**src/idea_block_cipher_macros.svh**
```systemverilog
// Assertion macros for the IDEA cipher block.
// Included by the modules that carry concurrent checks; no other dependencies.
`ifndef IDEA_BLOCK_CIPHER_MACROS_SVH
`define IDEA_BLOCK_CIPHER_MACROS_SVH

// same-cycle implication, disabled in reset
`define IDEA_ASSERT_NOW(lbl, clk, rst_n, ante, cons) \
    lbl: assert property (@(posedge clk) disable iff (!rst_n) (ante) |-> (cons)) \
        else $error("idea check failed");

// next-cycle implication, disabled in reset
`define IDEA_ASSERT_NEXT(lbl, clk, rst_n, ante, cons) \
    lbl: assert property (@(posedge clk) disable iff (!rst_n) (ante) |=> (cons)) \
        else $error("idea check failed");

`endif

```
**src/idea_pkg.sv**
```systemverilog
// Shared types, constants and arithmetic for the IDEA cipher block.
// No dependencies.
package idea_pkg;

    localparam int NUM_SUBKEYS = 52;
    localparam int NUM_INV     = 18;
    localparam int NUM_ROUNDS  = 8;
    localparam int KEY_ROT     = 25;
    localparam int IDEA_MOD    = 65537;

    typedef logic [15:0]                   t_word;
    typedef logic [NUM_SUBKEYS-1:0][15:0]  t_subkeys;
    typedef logic [5:0][15:0]              t_rkeys;
    typedef logic [3:0][15:0]              t_okeys;

    typedef struct packed {
        logic  func;
        t_word a;
        t_word b;
        t_word c;
        t_word d;
        t_word s;
    } t_blk;

    // multiply modulo 65537, word 0 stands for 65536
    function automatic t_word mmul(t_word a, t_word b);
        logic [16:0] x;
        logic [16:0] y;
        logic [33:0] p;
        logic [17:0] r;
        x = (a == 16'h0) ? 17'h10000 : {1'b0, a};
        y = (b == 16'h0) ? 17'h10000 : {1'b0, b};
        p = x * y;
        r = {2'b00, p[15:0]} - {1'b0, p[32:16]};
        if (r[17]) begin
            r = r + 18'(IDEA_MOD);
        end
        return r[15:0];
    endfunction

    function automatic t_subkeys enc_keys(logic [127:0] key);
        t_subkeys     ek;
        logic [127:0] rot;
        int           s;
        for (int n = 0; n < NUM_SUBKEYS; n++) begin
            s = (KEY_ROT * (n / 8)) % 128;
            rot = (key << s) | (key >> (128 - s));
            ek[n] = rot[127 - 16 * (n % 8) -: 16];
        end
        return ek;
    endfunction

endpackage

```
**src/idea_oxform.sv**
```systemverilog
// Output transform and result register of the IDEA cipher.
// Depends on idea_pkg.
module idea_oxform
    import idea_pkg::*;
(
    input  logic        i_clk,
    input  logic        i_rst_n,
    input  logic        i_valid,
    output logic        o_ready,
    input  t_blk        i_data,
    output logic        o_valid,
    input  logic        i_ready,
    output logic [63:0] o_block,
    input  t_okeys      i_ek,
    input  t_okeys      i_dk
);

    logic        r_v;
    logic [63:0] r_q;
    t_okeys      w_k;
    logic        w_rdy;

    assign w_rdy = !r_v || i_ready;
    assign w_k   = i_data.func ? i_dk : i_ek;

    always_ff @(posedge i_clk) begin
        if (!i_rst_n) begin
            r_v <= 1'b0;
        end else if (w_rdy) begin
            r_v <= i_valid;
        end
        if (w_rdy && i_valid) begin
            r_q <= {mmul(i_data.a, w_k[0]), 16'(i_data.c + w_k[1]),
                    16'(i_data.b + w_k[2]), mmul(i_data.d, w_k[3])};
        end
    end

    assign o_ready = w_rdy;
    assign o_valid = r_v;
    assign o_block = r_q;

endmodule

```
**config.mk**
```make
export PLATFORM = sky130hd
export DESIGN_NAME = idea_oxform
export DESIGN_NICKNAME = d
export VERILOG_FILES = /design/src/idea_block_cipher_macros.svh /design/src/idea_pkg.sv /design/src/idea_oxform.sv
export SDC_FILE = /design/constraint.sdc
export NUM_CORES = 1
export LEC_CHECK = 0
export BUFFER_PORTS_ARGS = -buffer_cell sky130_fd_sc_hd__buf_4
export CAP_MARGIN = 20
export CELL_PAD_IN_SITES_DETAIL_PLACEMENT = 1
export CELL_PAD_IN_SITES_GLOBAL_PLACEMENT = 2
export CORE_MARGIN = 3
export CORE_UTILIZATION = 38
export CTS_CLUSTER_SIZE = 12
export DETAILED_ROUTE_END_ITERATION = 12
export GPL_ROUTABILITY_DRIVEN = 0
export GPL_TIMING_DRIVEN = 0
export PLACE_DENSITY = 0.83
export SLEW_MARGIN = 10
export SYNTH_ARGS = -nofsm -noshare
export SYNTH_HDL_FRONTEND = slang
export SYNTH_SLANG_ARGS = --single-unit
```
**constraint.sdc**
```tcl
create_clock -name i_clk -period 14.7 [get_ports i_clk]
set_clock_uncertainty 0.2 [all_clocks]
set_input_delay 1.47 -clock i_clk [delete_from_list [all_inputs] [get_ports i_clk]]
set_output_delay 1.47 -clock i_clk [all_outputs]
set_load 0.02 [all_outputs]
```
Word level (Yosys, flattened, before mapping)
Cells that the tools add are included.
- register bits: 65
- bits of input ports: 213
- output and inout port bits: 66
- logic and storage cells: 24
- $add $sub $neg: 6
- multiply operators: 2
- mux-type cells: 7
- reduce and logical (&&, ||, !) cells: 7
- operators with widths (cell ; count):
    $mux W17 ; 4
    $mul A17 B17 Y33 ; 2
    $logic_not A16 Y1 ; 4
    $mux W64 ; 1
    $sub A16 B17 Y18 ; 2
    $add A16 B1 Y16 const B ; 2
    $add A16 B16 Y16 ; 2
    $mux W16 ; 2
    $logic_and A1 B1 Y1 ; 1
    $logic_not A1 Y1 ; 1
    $logic_or A1 B1 Y1 ; 1

Logic depth before layout (Yosys ltp)
- depth in word-level cells: 7
- depth in mapped cells: 39
- gate-level depth less buffers: 34

Worst setup path after synthesis
OpenSTA, ideal clock, no wires.
- path type: input-to-reg
- start: input port i_data[80] (netlist name)
- end: register r_q[63], in the netlist o_block[63], data pin
- library setup time: 0.260 ns
- arrival: 10.172 ns
- required time: 14.240 ns
- setup slack: 4.068 ns
- cell stages on the path: 37
- buffers on the path: 5
- cells stage by stage: buf_6 buf_6 buf_6 buf_2 mux2i_1 clkbuf_1 nor2b_1 fa_1 inv_1 fa_1 inv_1 fa_1 inv_1 fa_1 inv_1 fa_1 inv_1 fa_1 inv_1 ha_1 a21o_1 a21oi_1 o21bai_1 o31a_1 nor2_1 o211ai_1 a31oi_1 xor2_1 ha_1 and2_1 and3_1 a2111o_1 a311oi_1 and2b_1 a211oi_4 nand4_1 xnor2_1
- longest elaborated chain between the ends: 7
- ends and longest elaborated chain (item ; RTL line ; text):
    from (decl) ; idea_oxform.sv:10 ; input t_blk i_data,
    $mux W64 * ; idea_oxform.sv:24 ; assign w_k = i_data.func ? i_dk : i_ek;
    $logic_not A16 Y1 ; idea_pkg.sv:32 ; y = (b == 16'h0) ? 17'h10000 : {1'b0, b};
    $mux W17 * ; idea_pkg.sv:32 ;
    $mul A17 B17 Y33 * ; idea_pkg.sv:33 ; p = x * y;
    $sub A16 B17 Y18 * ; idea_pkg.sv:34 ; r = {2'b00, p[15:0]} - {1'b0, p[32:16]};
    $add A16 B1 Y16 ; idea_pkg.sv:36 ; r = r + 18'(IDEA_MOD);
    $mux W16 * ; idea_pkg.sv:35 ; if (r[17]) begin
    to (signal assigned) ; idea_oxform.sv:33 ; r_q <= {mmul(i_data.a, w_k[0]), 16'(i_data.c + w_k[1]),
    to (decl) ; idea_oxform.sv:19 ; logic [63:0] r_q;
Mark *: on every way between the ends. The rest lies on a longest branch, timed or not.
A chain may end at the register's enable or synchronous reset.

Final worst setup path
Same ends and word-level chain as after synthesis.

==> qor.txt <==
TritonCTS Buffers - 9
Core box area - 64,900 sq um
CTS Hold Bufs - 0
DRC viols - 0
Endpoints failing hold - 0
Simple-Gate Fraction of Synth Area - 0.176
CP Launch Type - primary input
Post-synthesis sequential area ratio - 0.0772
Post-CTS setup buffer count - 0
Synth Area in Compound Gates - 0.0663
Final HPWL DP - 70,100 um
Multi-input gate area - 20,500 sq um
Primary FF master, synth - edfxtp_1
GRT Residual Overflow - 0
Synth area leaders - fa_1 36%, ha_1 14%, inv_1 9.1%
Post-CTS sizing - 0
EDFF count, synth - 64
Largest family of logic cells by synthesized area - adder cells
Fin worst setup slack - 1430 ps
Final nets - 4,056
Share of Yosys cell area claimed by the top area cell type - 0.358
Slowest-stage cell, CP - mux2i_1
Detailed Route Iter0 Violations - 1,201
Biggest area consumer among synthesized cells - fa_1
Skew-Pair Late Insertion Delay - 330 ps
Root Buffer - clkbuf_16
Mux cell area share after synthesis - 0.0299
Largest net degree at the start of global routing - 37
Reg2reg end - o_block[10]
PortBufs - 248
Die area - 69,300 sq um
Reg2reg path depth - 3
Slew @ Worst Pin - 1020 ps
R2R Path Start - o_valid
Die X - 263 um
CP Class - primary input to flip-flop
I/O pin cnt - 279
Max Slew Vio Count - 0
DRT antenna net count - 0
Largest stage delay, worst path - 910 ps
Hold Path Class - flip-flop to flip-flop
Crit-path max FO - 10
Ys async rst share - 0
Setup TNS - 0 ps
Starting Density - 0.387
Final setup violation count - 0
Synthesized Nets - 3,795
CTS max path bufs - 2
Layout cell share with drive strength beyond 1 - 0.113
FF+latch area - 1940 sq um
Global-route total usage across every layer - 0.236
DIE HEIGHT - 263 um
Hold worst-path end - o_valid
WHS Path Cells - 2
Initial antenna violation count - 3
First-pass GRT wire length - 129,000 um
Routed wire length - 82,200 um
Clock tree sinks - 65
DR pass1 iterations - 5
Yosys cell types - 77
Worst EP required - 14,580 ps
Reg clk slew, reported paths - 60 ps
Achievable frequency - 75.3 MHz
Crit. End Element - flip-flop
# rows - 93
Post-Synthesis Cells - 2,854
Vias in the first global route - 22.8k
Synth Area in Adders - 0.496
Vias post-DR - 20.5k
Filler cell count - 7,724
Post-Synth XOR/XNOR Area - 0.0476
Max_cap viols - 0
Period minus WS final - 13,270 ps
CTS tree - built
Mapped Area - 25,200 sq um
Slew headroom - 0.299
Period utilisation layout - 0.903
Yosys reg bits - 65
Area Growth Syn to Fin - 13.0%
RSZ-0062 raised after global routing - false
Average size of a mapped cell - 8.82 sq um
WL/cell - 20.7 um
Status - finished clean
H-tree level count - 3
Worst R2R Setup Slack - 12,890 ps
Worst Path Arrival - 13,150 ps
HP Start - o_valid
Vias per inst - 5.17
Ys Warns - 0
Final core utilization - 0.438
Worst slack, placed - 1050 ps
==> sequential cells by signal (all words and copies together) (netlist names) <==
name,cells
o_valid,1
o_block,64
==> cells in the mapped netlist, types with 29 or more instances <==
master and number:
nor2_1 63, nand2_1 424, a21o_1 30, xnor2_1 86, mux2_2 56, nand3_1 30, edfxtp_1 64, fa_1 450
inv_1 612, xor2_1 49, a21oi_1 72, o21ai_0 47, and2_1 215, ha_1 278, nor3_1 29, clkbuf_1 72
==> critical path: cells and delay by family <==
kind	cells	cell delay, ps
adders and majority gates	8	3740
and+or+nand+nor	6	1520
xor gates and xnor gates	2	660
muxes	1	910
buffers and inverters	12	2110
AOI/OAI and AO/OA	9	2680
==> stage by stage <==
stage	instances	cell area, sq um	hold slack, ps
floorplan	2854	25200	550
global placement	3957	28100	503
detailed placement	3959	28100	541
CTS	3975	28400	548
global route	3976	28400	562
finish	3976	28400	517
==> layout by cell type, fill, tap and decap left out, drive strengths merged, types with 22 or more instances in the layout <==
cell type / count
mux2: 61
edfxtp: 64
and2: 215
a21oi: 73
buf: 273
nor2b: 28
nand3: 30
xnor2: 87
nand2: 425
a21o: 30
xor2: 49
clkbuf: 81
o21ai: 50
nand2b: 22
ha: 278
nor3: 32
nor2: 63
fa: 450
inv: 612
==> cell families (layout without fill, tap and decap cells) <==
logic type | Yosys count | count (layout)
simple gates | 901 | 901
fa+ha+maj | 728 | 728
buf+inv | 707 | 973
compound gates | 251 | 251
xor+xnor | 136 | 136
mux | 66 | 66
flops | 65 | 65
other cells | 0 | 1
==> area by class of cell <==
class,count,area share
Buffer,95,0.0136
Inverter,612,0.0808
Clock buffer,9,0.00792
Clock inverter,7,0.00334
Multi-Input combinational cell,2082,0.722
Sequential cell,65,0.0683
Timing Repair Buffer,250,0.0663
Tap cell,855,0.0376
Antenna cell,1,0.0000880
==> layer usage <==
metal	up-vias	GRT usage	share of wire
met1	10500	0.336	0.46
met5	-	0	0.00016
met3	80	0.0260	0.053
met2	542	0.392	0.47
li1	9372	-	-
met4	2	0.0411	0.017
==> how the worst max path moves through the flow <==
stage | depth (start not counted) | endpoint | start | slack, ps
after floorplan | 37 | o_block[63] | i_data[80] | 4070
after global placement | 39 | o_block[63] | i_data[80] | 1210
after detailed placement | 39 | o_block[63] | i_data[80] | 1050
after CTS | 39 | o_block[63] | i_data[80] | 1360
after global routing | 39 | o_block[63] | i_data[80] | 790
final | 38 | o_block[63] | i_data[80] | 1430
Power is not shown: default switching activity piles up to over one toggle a cycle in this logic, so the estimate is an artifact.
