--- src/idea_block_cipher_macros.svh ---
// Assertion macros for the IDEA cipher block.
// Included by the modules that carry concurrent checks; no other dependencies.
`ifndef IDEA_BLOCK_CIPHER_MACROS_SVH
`define IDEA_BLOCK_CIPHER_MACROS_SVH

// same-cycle implication, disabled in reset
`define IDEA_ASSERT_NOW(lbl, clk, rst_n, ante, cons) \
    lbl: assert property (@(posedge clk) disable iff (!rst_n) (ante) |-> (cons)) \
        else $error("idea check failed");

// next-cycle implication, disabled in reset
`define IDEA_ASSERT_NEXT(lbl, clk, rst_n, ante, cons) \
    lbl: assert property (@(posedge clk) disable iff (!rst_n) (ante) |=> (cons)) \
        else $error("idea check failed");

`endif

--- src/idea_pkg.sv ---
// Shared types, constants and arithmetic for the IDEA cipher block.
// No dependencies.
package idea_pkg;

    localparam int NUM_SUBKEYS = 52;
    localparam int NUM_INV     = 18;
    localparam int NUM_ROUNDS  = 8;
    localparam int KEY_ROT     = 25;
    localparam int IDEA_MOD    = 65537;

    typedef logic [15:0]                   t_word;
    typedef logic [NUM_SUBKEYS-1:0][15:0]  t_subkeys;
    typedef logic [5:0][15:0]              t_rkeys;
    typedef logic [3:0][15:0]              t_okeys;

    typedef struct packed {
        logic  func;
        t_word a;
        t_word b;
        t_word c;
        t_word d;
        t_word s;
    } t_blk;

    // multiply modulo 65537, word 0 stands for 65536
    function automatic t_word mmul(t_word a, t_word b);
        logic [16:0] x;
        logic [16:0] y;
        logic [33:0] p;
        logic [17:0] r;
        x = (a == 16'h0) ? 17'h10000 : {1'b0, a};
        y = (b == 16'h0) ? 17'h10000 : {1'b0, b};
        p = x * y;
        r = {2'b00, p[15:0]} - {1'b0, p[32:16]};
        if (r[17]) begin
            r = r + 18'(IDEA_MOD);
        end
        return r[15:0];
    endfunction

    function automatic t_subkeys enc_keys(logic [127:0] key);
        t_subkeys     ek;
        logic [127:0] rot;
        int           s;
        for (int n = 0; n < NUM_SUBKEYS; n++) begin
            s = (KEY_ROT * (n / 8)) % 128;
            rot = (key << s) | (key >> (128 - s));
            ek[n] = rot[127 - 16 * (n % 8) -: 16];
        end
        return ek;
    endfunction

endpackage

--- src/idea_round.sv ---
// One IDEA round over three register stages: key mix, first MA multiply,
// second MA multiply with the xor and swap. Depends on idea_pkg.
module idea_rnd_stage
    import idea_pkg::*;
(
    input  logic   i_clk,
    input  logic   i_rst_n,
    input  logic   i_valid,
    output logic   o_ready,
    input  t_blk   i_data,
    output logic   o_valid,
    input  logic   i_ready,
    output t_blk   o_data,
    input  t_rkeys i_ek,
    input  t_rkeys i_dk
);

    logic [2:0]    r_v;
    t_blk          r_d0, r_d1, r_d2;
    t_blk          n_d0, n_d1, n_d2;
    t_rkeys        w_k0, w_k1, w_k2;
    logic          w_rdy0, w_rdy1, w_rdy2;
    t_word         w_t;
    t_word         w_s2;

    assign w_rdy2 = !r_v[2] || i_ready;
    assign w_rdy1 = !r_v[1] || w_rdy2;
    assign w_rdy0 = !r_v[0] || w_rdy1;

    assign w_k0 = i_data.func ? i_dk : i_ek;
    assign w_k1 = r_d0.func ? i_dk : i_ek;
    assign w_k2 = r_d1.func ? i_dk : i_ek;

    always_comb begin
        n_d0   = i_data;
        n_d0.a = mmul(i_data.a, w_k0[0]);
        n_d0.b = i_data.b + w_k0[1];
        n_d0.c = i_data.c + w_k0[2];
        n_d0.d = mmul(i_data.d, w_k0[3]);

        n_d1   = r_d0;
        n_d1.s = mmul(r_d0.a ^ r_d0.c, w_k1[4]);

        w_t    = mmul(r_d1.s + (r_d1.b ^ r_d1.d), w_k2[5]);
        w_s2   = r_d1.s + w_t;
        n_d2   = r_d1;
        n_d2.a = r_d1.a ^ w_t;
        n_d2.d = r_d1.d ^ w_s2;
        n_d2.b = r_d1.c ^ w_t;
        n_d2.c = r_d1.b ^ w_s2;
        n_d2.s = 16'h0;
    end

    always_ff @(posedge i_clk) begin
        if (!i_rst_n) begin
            r_v <= 3'b000;
        end else begin
            if (w_rdy0) r_v[0] <= i_valid;
            if (w_rdy1) r_v[1] <= r_v[0];
            if (w_rdy2) r_v[2] <= r_v[1];
        end
        if (w_rdy0 && i_valid) r_d0 <= n_d0;
        if (w_rdy1 && r_v[0])  r_d1 <= n_d1;
        if (w_rdy2 && r_v[1])  r_d2 <= n_d2;
    end

    assign o_ready = w_rdy0;
    assign o_valid = r_v[2];
    assign o_data  = r_d2;

endmodule

--- config.mk ---
export PLATFORM = sky130hd
export DESIGN_NAME = idea_rnd_stage
export DESIGN_NICKNAME = d
export VERILOG_FILES = /design/src/idea_block_cipher_macros.svh /design/src/idea_pkg.sv /design/src/idea_round.sv
export SDC_FILE = /design/constraint.sdc
export NUM_CORES = 2
export LEC_CHECK = 0
export ABC_AREA = 1
export BUFFER_PORTS_ARGS = -buffer_cell sky130_fd_sc_hd__buf_2
export CAP_MARGIN = 40
export CORE_MARGIN = 4
export CORE_UTILIZATION = 35
export DETAILED_ROUTE_END_ITERATION = 10
export HOLD_SLACK_MARGIN = 0.12
export PLACE_DENSITY_LB_ADDON = 0.05
export RECOVER_POWER = 50
export SYNTH_ARGS = -nofsm -noshare
export SYNTH_HDL_FRONTEND = slang
export SYNTH_SLANG_ARGS = --single-unit
--- constraint.sdc ---
create_clock -name i_clk -period 18.4 [get_ports i_clk]
set_input_delay 2.76 -clock i_clk [delete_from_list [all_inputs] [get_ports i_clk]]
set_output_delay 2.76 -clock i_clk [all_outputs]
set_load 0.02 [all_outputs]
# Word level (Yosys, flattened, before mapping)
# Cells that the tools add are included.
# word_totals
latchBits	0
in_bits	277
ramBits	0
reg_bits	214
mem_count	0
out_inout_bits	83
mem_bits_ro	0
# classes
magnitude_cmp	0
n_addsub	12
n_bitwise	6
n_mux	15
n_shift	0
div	0
mul	4
eq_ne	0
n_reduce_logical	17
# ops
cell	n
2-to-1 mux 17 bit	8
multiplier 17 x 17 -> 33 bit	4
logical NOT 16 bit	8
2-to-1 mux 96 bit	1
bitwise XOR 16 bit	6
2-to-1 mux 80 bit	1
subtractor 16 x 17 -> 18 bit	4
adder 16 x 1 -> 16 bit (second input constant)	4
adder 16 bit	4
2-to-1 mux 16 bit	4
2-to-1 mux 64 bit	1
logical AND 1 bit	3
logical NOT 1 bit	3
logical OR 1 bit	3

# Logic depth before layout (Yosys ltp)
# depth
word_depth	10
depth_mapped	69

# Worst setup path before layout
# OpenSTA, ideal clock, no wires.
# synth_path
path_type	input-to-reg
start	input port i_ek[82] (netlist bit)
end	register r_d2 (netlist bit o_data[30]) (data pin)
arrival_time_ns	11.784
setup_ns	0.259
slack_ns	6.356
n_path_buf	1
t_required_ns	18.141
path_stages	53
cell_sequence	inv_1 > o21ai_1 > clkbuf_1 > nand2_1 > fa_1 > fa_1 > inv_1 > fa_1 > inv_1 > fa_1 > inv_1 > fa_1 > inv_1 > fa_1 > inv_1 > ha_1 > nand2_1 > inv_1 > [... 17 more ...] > ha_1 > inv_1 > fa_1 > inv_1 > a31oi_1 > o21ai_0 > nand2_1 > nand2_1 > nand2_1 > nand2_1 > a21oi_1 > o21ai_0 > nand2_1 > nand2_1 > a21oi_1 > nand2_1 > nand2_1 > xor2_1
# synth_lines
element	line	text
start, declared	idea_round.sv:14	input t_rkeys i_ek,
end signal, assigned	idea_round.sv:64	if (w_rdy2 && r_v[1]) r_d2 <= n_d2;
end, declared	idea_round.sv:19	t_blk r_d0, r_d1, r_d2;

==> key figures <==
Outcome
  • Status: finished, violations left
  • Violated checks: max-capacitance violations, max-slew violations

Synth
  • Yosys warning total: 0
  • Flop and latch count out of synthesis: 214
  • Distinct cells, synth: 56
  • Syn Area/Cell: 8.211 sq um
  • Post-synthesis cell count: 6428
  • EDFF count, synth: 211
  • Sequential fraction of the synthesis area: 0.1212
  • Post-Syn Area: 52780 sq um
  • Ys flop type: edfxtp_1
  • Ys async rst share: 0

Route
  • Pre-Repair DR Iteration Count: 6
  • Post-Route WL: 172800 um
  • Vias/cell: 4.744
  • DR iter-0 viols: 2386
  • Wire per inst: 19.74 um
  • Vias: 41.53k
  • Antenna viol nets, final: 0
  • # DRC: 0

Global route
  • GR Util met2: 0.3677
  • Largest net degree at the start of global routing: 62
  • Met1 Use GR: 0.3112
  • GR Util All Layers: 0.2215
  • Initial antenna violation count: 13
  • Number of global-route vias before repair: 43.49k
  • First-pass GRT wire length: 265000 um
  • Met3 Usage GRT: 0.02828
  • Total global routing overflow: 0
  • Top Usage Layer GRT: met2

STA
  • Worst-margin pin slew: 3.601 ns
  • Slew Viols, Final: 182
  • Final Hold Fails: 0
  • Unrepaired setup endpoints after global routing: false
  • Slew HR: -1.401
  • Max frequency: 0.06986 GHz
  • Period minus WS final: 14.31 ns
  • Layout Skew: 0.04511 ns
  • # setup viols final: 0
  • Period Utilization, post-route: 0.7779
  • TNS Setup: 0 ns

CTS
  • CTS resizes: 0
  • Num CTS Buffers: 26
  • Max Root-Sink Buffers: 3
  • Clk sink count: 214
  • Skew-Pair Late Insertion Delay: 0.60 ns
  • Post CTS Setup Buffer Count: 0
  • Worst-path clk slew: 0.06 ns
  • CTS tree: done
  • Htree depth: 1
  • Root buffer cell: clkbuf_16
  • Hold Buf Count CTS: 0

Layout
  • Share of layout cells above drive strength 1: 0.07956
  • Commonest non-fill, non-tap cell in the layout: inv_1
  • Area Overhead vs Synth: 9.551%
  • Commonest cells after routing, fill and taps aside: inv_1, nand2_1, fa_1
  • Non-filler cells, final: 8754
  • Post-layout net count: 8447

Placement
  • Placed insts: 8708
  • Dpl hpwl: 147300 um
  • # port buffers: 327
  • Placer Congestion: 0.8858

Floorplan
  • Die extent in x: 396.3 um
  • Die Y: 396.3 um
  • Initial core utilization: 0.3524
  • Num ports: 360
  • # rows: 142
  • Die Footprint: 157100 sq um
  • Core ar.: 149800 sq um

Setup path
  • Buffer and inverter count on the worst path: 7
  • Max FO, Critical Path: 43
  • Crit path max-delay family: buffers and inverters
  • Max incr delay on CP: 1.29 ns
  • CP Launch Type: input pin
  • Critical Path Sink Type: flop
  • Most frequent CP cell: fa_1
  • CP required: 18.66 ns
  • Critical path class: in2reg
  • Number of gates on the worst path with buffers counted: 36
  • R2R depth: 51
  • WP data arrival: 14.57 ns
  • Slowest CP cell: clkbuf_1

Flow run
  • Max Cap Viol: 5

Min path
  • Hold path depth: 0
  • HP Class: reg2reg
[logic make-up after synthesis]
group | after synthesis | share of synthesized area
AOI/OAI and AO/OA | 487 | 0.05173
xor gates and xnor gates | 365 | 0.06138
adders and majority gates | 1450 | 0.4718
buffers and inverters | 1688 | 0.1225
DFF | 214 | 0.1212
other | 1 | 0.00007105
and+or+nand+nor | 2223 | 0.1714
[Yosys cell counts (all sizes together), types with 4 or more instances]
| cell | count | share of area |
|---|---|---|
| o21bai | 20 | 0.0028 |
| buf | 34 | 0.0047 |
| o21ai | 165 | 0.017 |
| edfxtp | 211 | 0.12 |
| inv | 1503 | 0.11 |
| fa | 900 | 0.34 |
| xnor2 | 138 | 0.023 |
| clkinv | 17 | 0.0012 |
| nor2 | 546 | 0.039 |
| o221ai | 5 | 0.00083 |
| a21oi | 229 | 0.022 |
| a211oi | 8 | 0.0011 |
| clkbuf | 134 | 0.0095 |
| a31oi | 9 | 0.0011 |
| a21o | 18 | 0.0026 |
| o211ai | 7 | 0.0010 |
| nand3b | 5 | 0.00071 |
| ha | 550 | 0.13 |
| o2111ai | 4 | 0.00066 |
| a21boi | 11 | 0.0016 |
| nor3 | 36 | 0.0034 |
| or2 | 34 | 0.0040 |
| o21a | 6 | 0.00085 |
| nor4 | 13 | 0.0017 |
| nand3 | 114 | 0.011 |
| nand2 | 1416 | 0.10 |
| xor2 | 225 | 0.038 |
| nand4 | 57 | 0.0068 |
[final cells by class]
class	instances	area (sq um)
antenna	1	2.502
clock buffer	30	665.6
clock inverter	15	234.0
fill	15820	91960
inverter	1520	5715
multi-input combinational	4541	40020
sequential	214	6396
tap	2016	2522
timing repair buffer	417	2268
[metrics by stage]
stage	cell area, sq um	setup WS [ns]	util	hold slack [ns]
floorplan	52840	6.356	-	0.4003
global placement	56890	4.174	0.3799	0.4025
detailed placement	57000	4.173	0.3806	0.4054
CTS	57900	4.749	0.3866	0.3852
global route	57820	3.357	0.3860	0.4121
finish	57820	4.086	0.3860	0.3983
[flip-flops by register name, summed over array words and instances, names as in the netlist]
register  count
r_d1         80
n_d1         65
o_data       65
r_v           3
n_d2          1
[worst paths after layout]
path / slack (ns) / start / to
setup / recovery: 4.09 / i_data[80] / n_d1[30]$_DFFE_PP_
hold / removal: 0.40 / n_d1[56]$_DFFE_PP_ / r_d1[56]$_DFFE_PP_
setup reg to reg: 4.68 / n_d2[80]$_DFFE_PP_ / o_data[46]$_DFFE_PP_
hold reg to reg: 0.40 / n_d1[56]$_DFFE_PP_ / r_d1[56]$_DFFE_PP_
[per-layer routing]
layer  wire length (um)  share of wire  up-vias
met5                  0              0        -
met4               3718          0.022        0
met3               9037          0.052      145
met2              80650           0.47      965
met1              79400           0.46    20550
li1                   -              -    19870
Power is left out: the tool's default activity adds up to more than one toggle a clock period on the data nets, which glitch-free logic cannot reach.
