**config.mk**
```make
export PLATFORM = sky130hd
export DESIGN_NAME = idea_ksched
export DESIGN_NICKNAME = d
export VERILOG_FILES = /design/src/idea_pkg.sv /design/src/idea_minv.sv /design/src/idea_ksched.sv
export VERILOG_INCLUDE_DIRS = /design/src /design/src/src
export SDC_FILE = /design/constraint.sdc
export NUM_CORES = 1
export LEC_CHECK = 0
export BUFFER_PORTS_ARGS = -buffer_cell sky130_fd_sc_hd__buf_2
export CORE_AREA = 2 2 704 706
export CTS_CLUSTER_DIAMETER = 200
export DETAILED_ROUTE_END_ITERATION = 8
export DIE_AREA = 0 0 706 708
export PLACE_DENSITY = 0.31
export SETUP_SLACK_MARGIN = 0.15
export SYNTH_ARGS = -nofsm -noshare
export SYNTH_HDL_FRONTEND = slang
export SYNTH_SLANG_ARGS = --single-unit
```
**constraint.sdc**
```tcl
create_clock -name i_clk -period 9.6 [get_ports i_clk]
set_input_delay 0.48 -clock i_clk [delete_from_list [all_inputs] [get_ports i_clk]]
set_output_delay 0.48 -clock i_clk [all_outputs]
set_load 0.03 [all_outputs]
```
**src/idea_block_cipher_macros.svh**
```systemverilog
// Assertion macros for the IDEA cipher block.
// Included by the modules that carry concurrent checks; no other dependencies.
`ifndef IDEA_BLOCK_CIPHER_MACROS_SVH
`define IDEA_BLOCK_CIPHER_MACROS_SVH

// same-cycle implication, disabled in reset
`define IDEA_ASSERT_NOW(lbl, clk, rst_n, ante, cons) \
    lbl: assert property (@(posedge clk) disable iff (!rst_n) (ante) |-> (cons)) \
        else $error("idea check failed");

// next-cycle implication, disabled in reset
`define IDEA_ASSERT_NEXT(lbl, clk, rst_n, ante, cons) \
    lbl: assert property (@(posedge clk) disable iff (!rst_n) (ante) |=> (cons)) \
        else $error("idea check failed");

`endif

```
**src/idea_pkg.sv**
```systemverilog
// Shared types, constants and arithmetic for the IDEA cipher block.
// No dependencies.
package idea_pkg;

    localparam int NUM_SUBKEYS = 52;
    localparam int NUM_INV     = 18;
    localparam int NUM_ROUNDS  = 8;
    localparam int KEY_ROT     = 25;
    localparam int IDEA_MOD    = 65537;

    typedef logic [15:0]                   t_word;
    typedef logic [NUM_SUBKEYS-1:0][15:0]  t_subkeys;
    typedef logic [5:0][15:0]              t_rkeys;
    typedef logic [3:0][15:0]              t_okeys;

    typedef struct packed {
        logic  func;
        t_word a;
        t_word b;
        t_word c;
        t_word d;
        t_word s;
    } t_blk;

    // multiply modulo 65537, word 0 stands for 65536
    function automatic t_word mmul(t_word a, t_word b);
        logic [16:0] x;
        logic [16:0] y;
        logic [33:0] p;
        logic [17:0] r;
        x = (a == 16'h0) ? 17'h10000 : {1'b0, a};
        y = (b == 16'h0) ? 17'h10000 : {1'b0, b};
        p = x * y;
        r = {2'b00, p[15:0]} - {1'b0, p[32:16]};
        if (r[17]) begin
            r = r + 18'(IDEA_MOD);
        end
        return r[15:0];
    endfunction

    function automatic t_subkeys enc_keys(logic [127:0] key);
        t_subkeys     ek;
        logic [127:0] rot;
        int           s;
        for (int n = 0; n < NUM_SUBKEYS; n++) begin
            s = (KEY_ROT * (n / 8)) % 128;
            rot = (key << s) | (key >> (128 - s));
            ek[n] = rot[127 - 16 * (n % 8) -: 16];
        end
        return ek;
    endfunction

endpackage

```
**src/idea_minv.sv**
```systemverilog
// Iterative inverse modulo 65537: x^65535 by fifteen square-and-multiply steps.
// Uses mmul from idea_pkg; one modular multiply per cycle.
module idea_minv
    import idea_pkg::*;
(
    input  logic  i_clk,
    input  logic  i_rst_n,
    input  logic  i_start,
    input  t_word i_operand,
    output t_word o_result,
    output logic  o_done
);

    localparam logic [3:0] LAST_STEP = 4'd14;

    logic       r_run, n_run;
    logic       r_ph, n_ph;
    logic [3:0] r_cnt, n_cnt;
    logic       r_done, n_done;
    t_word      r_acc, n_acc;
    t_word      r_x, n_x;

    always_comb begin
        n_run  = r_run;
        n_ph   = r_ph;
        n_cnt  = r_cnt;
        n_done = 1'b0;
        n_acc  = r_acc;
        n_x    = r_x;
        if (i_start) begin
            n_run = 1'b1;
            n_ph  = 1'b0;
            n_cnt = 4'd0;
            n_acc = i_operand;
            n_x   = i_operand;
        end else if (r_run) begin
            n_acc = mmul(r_acc, r_ph ? r_x : r_acc);
            n_ph  = ~r_ph;
            if (r_ph) begin
                n_cnt = r_cnt + 4'd1;
                if (r_cnt == LAST_STEP) begin
                    n_run  = 1'b0;
                    n_done = 1'b1;
                end
            end
        end
    end

    always_ff @(posedge i_clk) begin
        if (!i_rst_n) begin
            r_run  <= 1'b0;
            r_ph   <= 1'b0;
            r_cnt  <= 4'd0;
            r_done <= 1'b0;
        end else begin
            r_run  <= n_run;
            r_ph   <= n_ph;
            r_cnt  <= n_cnt;
            r_done <= n_done;
        end
        r_acc <= n_acc;
        r_x   <= n_x;
    end

    assign o_result = r_acc;
    assign o_done   = r_done;

endmodule

```
**src/idea_ksched.sv**
```systemverilog
// Key schedule: encryption subkeys by rotation, decryption subkeys by
// inversion and negation. Depends on idea_pkg, idea_minv and the macro header.
`include "idea_block_cipher_macros.svh"
module idea_ksched
    import idea_pkg::*;
(
    input  logic         i_clk,
    input  logic         i_rst_n,
    input  logic         i_restart,
    input  logic [127:0] i_key,
    output t_subkeys     o_ek,
    output t_subkeys     o_dk,
    output logic         o_busy
);

    typedef enum logic [2:0] {
        KS_IDLE  = 3'b001,
        KS_START = 3'b010,
        KS_WAIT  = 3'b100
    } t_ks_state;

    localparam logic [4:0] LAST_INV = 5'(NUM_INV - 1);

    t_ks_state                r_state, n_state;
    logic [4:0]               r_j, n_j;
    logic [NUM_INV-1:0][15:0] r_inv;
    t_subkeys                 w_ek;
    t_subkeys                 w_dk;
    t_word                    w_operand;
    t_word                    w_result;
    logic                     w_done;
    logic                     w_start;

    assign w_ek = enc_keys(i_key);

    always_comb begin
        w_operand = 16'h0;
        for (int q = 0; q < NUM_INV; q++) begin
            if (r_j == 5'(q)) begin
                w_operand = w_ek[48 - 6 * (q / 2) + 3 * (q % 2)];
            end
        end
    end

    assign w_start = (r_state == KS_START) && !i_restart;

    idea_minv u_minv (
        .i_clk     (i_clk),
        .i_rst_n   (i_rst_n),
        .i_start   (w_start),
        .i_operand (w_operand),
        .o_result  (w_result),
        .o_done    (w_done)
    );

    always_comb begin
        n_state = r_state;
        n_j     = r_j;
        if (i_restart) begin
            n_state = KS_START;
            n_j     = 5'd0;
        end else begin
            unique case (r_state)
                KS_IDLE:  n_state = KS_IDLE;
                KS_START: n_state = KS_WAIT;
                KS_WAIT: begin
                    if (w_done) begin
                        if (r_j == LAST_INV) begin
                            n_state = KS_IDLE;
                        end else begin
                            n_j     = r_j + 5'd1;
                            n_state = KS_START;
                        end
                    end
                end
                default: n_state = KS_START;
            endcase
        end
    end

    always_ff @(posedge i_clk) begin
        if (!i_rst_n) begin
            r_state <= KS_START;
            r_j     <= 5'd0;
        end else begin
            r_state <= n_state;
            r_j     <= n_j;
        end
        if (r_state == KS_WAIT && w_done) begin
            r_inv[r_j] <= w_result;
        end
    end

    always_comb begin
        for (int r = 0; r <= NUM_ROUNDS; r++) begin
            w_dk[6 * r]     = r_inv[2 * r];
            w_dk[6 * r + 3] = r_inv[2 * r + 1];
            if (r == 0 || r == NUM_ROUNDS) begin
                w_dk[6 * r + 1] = 16'(16'h0 - w_ek[49 - 6 * r]);
                w_dk[6 * r + 2] = 16'(16'h0 - w_ek[50 - 6 * r]);
            end else begin
                w_dk[6 * r + 1] = 16'(16'h0 - w_ek[50 - 6 * r]);
                w_dk[6 * r + 2] = 16'(16'h0 - w_ek[49 - 6 * r]);
            end
            if (r < NUM_ROUNDS) begin
                w_dk[6 * r + 4] = w_ek[46 - 6 * r];
                w_dk[6 * r + 5] = w_ek[47 - 6 * r];
            end
        end
    end

    assign o_ek   = w_ek;
    assign o_dk   = w_dk;
    assign o_busy = (r_state != KS_IDLE);

    `IDEA_ASSERT_NEXT(a_ks_finish, i_clk, i_rst_n,
        r_state == KS_WAIT && w_done && r_j == LAST_INV && !i_restart, !o_busy)

endmodule

```
### Yosys cells after proc, flatten, opt, wreduce, memory -nomap -nowiden

Index checks and enable logic that the tools add are counted.

| storage, ports and cells | value |
|---|---|
| register bits after elaboration | 335 |
| bits of input ports | 131 |
| output and inout port bits | 1665 |

| cells by class | value |
|---|---|
| add/subtract/negate cells | 22 |
| multipliers | 1 |
| $lt $le $gt $ge | 2 |
| equal/unequal tests | 23 |
| mux-type cells | 35 |
| bitwise gates (word level) | 10 |
| reductions and logical operators | 13 |

Operators by type and width:

| operator | number |
|---|---|
| two-way mux 16 bit | 23 |
| bitwise mux 288 bit | 1 |
| subtractor 1 x 16 -> 16 bit (first input constant) | 18 |
| OR 128 x 100 -> 128 bit | 1 |
| OR 128 x 125 -> 128 bit | 1 |
| OR 128 x 22 -> 128 bit | 1 |
| OR 128 x 25 -> 128 bit | 1 |
| OR 128 x 50 -> 128 bit | 1 |
| OR 128 x 75 -> 128 bit | 1 |
| demux 16 bit (select 5 bit) | 1 |
| == test 5 x 4 -> 1 bit (second input constant) | 8 |
| two-way mux 17 bit | 2 |
| multiplier 17 x 17 -> 33 bit | 1 |
| zero test 16 bit | 2 |
| == test 5 x 3 -> 1 bit (second input constant) | 4 |
| subtractor 16 x 17 -> 18 bit | 1 |
| adder 16 x 1 -> 16 bit (second input constant) | 1 |
| == test 5 x 2 -> 1 bit (second input constant) | 2 |
| == test 5 bit (second input constant) | 2 |
| one-hot mux 3 bit (3 select lines) | 1 |
| less-than comparator 5 x 6 -> 1 bit (second input constant) | 1 |
| adder 5 x 1 -> 5 bit (second input constant) | 1 |
| == test 5 x 1 -> 1 bit (second input constant) | 1 |
| greater-or-equal comparator 5 x 1 -> 1 bit (second input constant) | 1 |
| 19 further kinds | 29 |

### Longest topological paths before layout

| logic depth | value |
|---|---|
| word-level depth | 20 |
| gate-level depth with buffers | 38 |
| gate-level depth less buffers | 36 |

### Cells and area by module

Synthesis repeated with hierarchy kept, for this count alone.

| unflattened totals | value |
|---|---|
| cell total of the unflattened synthesis | 4002 |
| area, all modules | 37388.4 um2 |

By module, submodules not included:

| module | instances | cells each | area each (um2) |
|---|---|---|---|
| idea_ksched | 1 | 2587 | 24765.0 |
| idea_minv | 1 | 1415 | 12623.4 |

### Least setup slack after synthesis

No wires, ideal clock.

| timing | value |
|---|---|
| path kind | flip-flop to flip-flop |
| start | reg u_minv.r_acc[14] (netlist: u_minv.o_result[14]) |
| end | reg u_minv.r_acc[15] (netlist: u_minv.o_result[15]) (data pin) |
| setup time | 274 ps |
| arrival time | 9099 ps |
| path slack | 227 ps |
| stages on the path, launching flop included | 36 |
| cells stage by stage | edfxtp_1 clkbuf_1 mux2_2 nor4_1 and4_1 buf_4 clkbuf_1 nand2_1 fa_1 fa_1 inv_1 fa_1 fa_1 fa_1 inv_1 fa_1 inv_1 ha_1 a21oi_1 and3_1 a21oi_1 a21o_1 a21o_1 a21o_1 a21oi_1 xor2_1 ha_1 o21a_1 and3_1 a2111oi_2 o21ai_0 a21oi_1 nor3_4 or3_1 o41ai_1 a31oi_1 |

| on the way | value |
|---|---|
| longest elaborated chain between the ends | 9 |
| elaborated cells between the ends (all ways) | 11 |
| those cells by class | add/sub (2); mul (1); mux (6); reduce/logical (2) |

RTL lines:

| element | line | text |
|---|---|---|
| start: declaration | idea_minv.sv:20 | `t_word r_acc, n_acc;` |
| start signal: assignment | idea_minv.sv:61 | `r_acc <= n_acc;` |
| two-way mux 16 bit | idea_minv.sv:37 | `n_acc = mmul(r_acc, r_ph ? r_x : r_acc);` |
| zero test 16 bit | idea_pkg.sv:32 | `y = (b == 16'h0) ? 17'h10000 : {1'b0, b};` |
| two-way mux 17 bit | idea_pkg.sv:32 |  |
| multiplier 17 x 17 -> 33 bit * | idea_pkg.sv:33 | `p = x * y;` |
| subtractor 16 x 17 -> 18 bit * | idea_pkg.sv:34 | `r = {2'b00, p[15:0]} - {1'b0, p[32:16]};` |
| adder 16 x 1 -> 16 bit | idea_pkg.sv:36 | `r = r + 18'(IDEA_MOD);` |
| two-way mux 16 bit * | idea_pkg.sv:35 | `if (r[17]) begin` |
| two-way mux 16 bit * | idea_minv.sv:36 | `end else if (r_run) begin` |
| two-way mux 16 bit * | idea_minv.sv:30 | `if (i_start) begin` |
| via u_minv.n_acc[15] | idea_minv.sv:20 |  |

The timed path passes the listed nets; every way through them passes the cells marked *. The select of a mux whose other input is x is not followed.
A chain may end at the register's enable or synchronous reset.

### Final worst setup path

| timing | value |
|---|---|
| start | reg u_minv.r_ph |
| end | reg u_minv.r_acc[12] (netlist: u_minv.o_result[12]) (data pin) |

| on the way | value |
|---|---|
| longest elaborated chain between the ends | 9 |

RTL lines:

| element | line | text |
|---|---|---|
| start: declaration | idea_minv.sv:17 | `logic r_ph, n_ph;` |
| start signal: assignment | idea_minv.sv:57 | `r_ph <= n_ph;` |
| two-way mux 16 bit * | idea_minv.sv:37 |  |
| zero test 16 bit | idea_pkg.sv:32 |  |
| two-way mux 17 bit * | idea_pkg.sv:32 |  |
| multiplier 17 x 17 -> 33 bit * | idea_pkg.sv:33 |  |
| subtractor 16 x 17 -> 18 bit * | idea_pkg.sv:34 |  |
| adder 16 x 1 -> 16 bit | idea_pkg.sv:36 |  |
| two-way mux 16 bit * | idea_pkg.sv:35 |  |
| two-way mux 16 bit * | idea_minv.sv:36 |  |
| two-way mux 16 bit * | idea_minv.sv:30 |  |
| via u_minv.n_acc[12] | idea_minv.sv:20 |  |

Marks and branches as above.

==> results.ini <==
[logic_synthesis]
synthDistinctLibCells=80
yosysTopAreaCell=edfxtp_1
synth_edf_count=320
netlist_area_um2=36630
synth-seq-cells=335
synth_warnings=0
synth_ff_type=edfxtp_1
yosysTopAreaCellShare=0.2624
yosysSeqAreaShare=0.2706
synth_fp_nets=4518
yosys-top-cells-count=buf_4 (1,107), inv_1 (352), nand2_1 (344)
avgSynthCellArea_um2=9.125
yosys-top-cells-area=edfxtp_1 (26%), buf_4 (23%), fa_1 (12%)
yosys.cell_count.top_type=buf_4
async_flop_share=0
synthCells=4014

[grt]
grt_max_degree=56
grt_pass1_wl_um=360800
grt_usage=0.1124
grt_pass1_vias=30020
overflow=0
antenna_found_initial=101

[sta]
max_slew.worst_pin.slew_ns=1.240
setup_viol=0
relSlewSlack=0.1717
setup_tns_ns=0
rsz0062_at_grt=yes
fin_crit_sh=0.9433
hold_viol_final=0
layout_setup_ws_ns=0.5441
max_freq_mhz=110.4
finClkSkew_ns=0.04162
slew_violations=0
min_period_ns=9.056

[cells_and_area]
nets=5324
design_area_um2=48820
fillers=57442
instances_no_fill=11405
area_growth_pct=33.29
drive_above_1_share=0.4623

[cts]
clockRootBuffer=clkbuf_16
cts.clk_slew.worst_paths_ns=0.06
htree_levels=2
clock_sinks=335
ctsHoldBuffers=0
cts_tree=built
clock_path_buffers=3
numCtsBuffers=44
clk_latency_ns=0.66

[routing]
drc=0
drtIter0Drc=2982
final_antenna_net_count=0
num_vias=32458
viasPerCell=2.846
finalWirelength_um=295600
wl_per_cell_um=25.92
drt_first_pass_iters=6

[floorplanning]
die_h_um=708
ioPinCount=1796
die_x_um=706
coreArea_um2=492300
num_rows=258
dieArea_um2=499800
start_util=0.07440

[worst_setup_path]
slowest_delay_ns=0.58
critPathRequiredTime_ns=10.02
cp_slowest_cell=fa_1
startpoint_type=register
worst-path-max-fanout=7
crit_type=register to register
arrival_ns=9.47
worst_setup_path_end_kind=register
worst_path_most_repeated_cell=fa_1

[place]
pre_cts_ws_ns=-0.2659
dp_cells=11268
placed_cell_area_um2=46880
dp_hpwl_um=234400
gp_congestion=0.7817
io_buffers=1795

[status]
outcome=complete, no violations

[run]
drv_cap=0

[min_path]
min_path_type=primary input to register

==> per-stage QoR <==
stage	hold WS (ns)	util
after floorplan	0.4501	-
after global placement	0.4837	0.09520
after detailed placement	0.4735	0.09522
after CTS	0.1332	0.09823
after global routing	0.1334	0.09896
final	0.1875	0.09917
==> timing repair <==
action / CTS / global route
endpoints found under the hold margin: 0 / 0
gates resized for setup: 17 / 63
endpoints found under the setup margin: 16 / 16
buffers inserted: 1 / 5
pin swaps: 4 / 31
==> cell usage in the layout, fill, tap and decap left out, types with 44 or more instances in the layout <==
cell type / synthesis / routed
xnor2_1: 211 / 210
clkbuf_16: 0 / 44
edfxtp_1: 320 / 320
nor3_1: 74 / 67
ha_1: 149 / 140
fa_1: 224 / 222
and2_1: 125 / 125
a21oi_1: 113 / 104
buf_2: 1 / 1789
nand3_1: 48 / 47
buf_4: 1107 / 253
inv_1: 352 / 351
nor2_1: 167 / 152
nand2_1: 344 / 344
diode_2: 0 / 51
xor2_1: 99 / 96
o21ai_0: 66 / 61
==> path summary, 6_finish.rpt <==
check	from	end	slack (ns)	depth (start not counted)
setup / recovery	u_minv.r_ph	u_minv.o_result[12]	0.54	38
hold / removal	i_rst_n	u_minv.r_run	0.19	2
setup reg to reg	u_minv.r_ph	u_minv.o_result[12]	0.54	38
hold reg to reg	u_minv.r_cnt[3]	u_minv.o_done	0.49	2
==> critical path, delay by kind of cell (launching register included) <==
family	cells	cell delay, ns
adders and majority gates	8	3.58
buffers and inverters	10	1.35
DFF	1	0.33
muxes	2	0.62
xor gates and xnor gates	2	0.29
AOI/OAI and AO/OA	7	1.20
and+or+nand+nor	9	1.45
==> metal layers <==
layer | share of wire | vias to the layer above | track usage
li1 | - | 13580 | -
met1 | 0.44 | 16652 | 0.1471
met2 | 0.48 | 1956 | 0.1905
met3 | 0.062 | 252 | 0.01906
met4 | 0.027 | 18 | 0.02827
met5 | 0.00044 | - | 0
==> cells by family after synthesis <==
| group | share of synthesized area |
|---|---|
| XOR/XNOR | 0.07457 |
| adder cells (fa/ha/maj) | 0.1733 |
| buffers and inverters | 0.2834 |
| multiplexers | 0.007174 |
| AND/OR/NAND/NOR | 0.1214 |
| AO/OA/AOI/OAI | 0.06955 |
| flip-flops | 0.2706 |
==> layout make-up <==
class / count / area [µm²] / share of cell area
Clock inverter: 30 / 261.5 / 0.005357
Timing Repair Buffer: 2056 / 11070 / 0.2268
Tap cell: 6500 / 8133 / 0.1666
Multi-Input combinational cell: 2028 / 16860 / 0.3454
Clock buffer: 50 / 1124 / 0.02302
Inverter: 355 / 1333 / 0.02730
Antenna cell: 51 / 127.6 / 0.002614
Sequential cell: 335 / 9911 / 0.2030
==> registers in the layout (all words and copies together), names as in the netlist, 3 cells and up <==
name	count
o_dk	288
r_j	5
r_state	3
u_minv.o_result	16
u_minv.r_cnt	4
u_minv.r_x	16
Power is left out: the tool's default activity adds up to more than one toggle a clock period on the data nets, which glitch-free logic cannot reach.
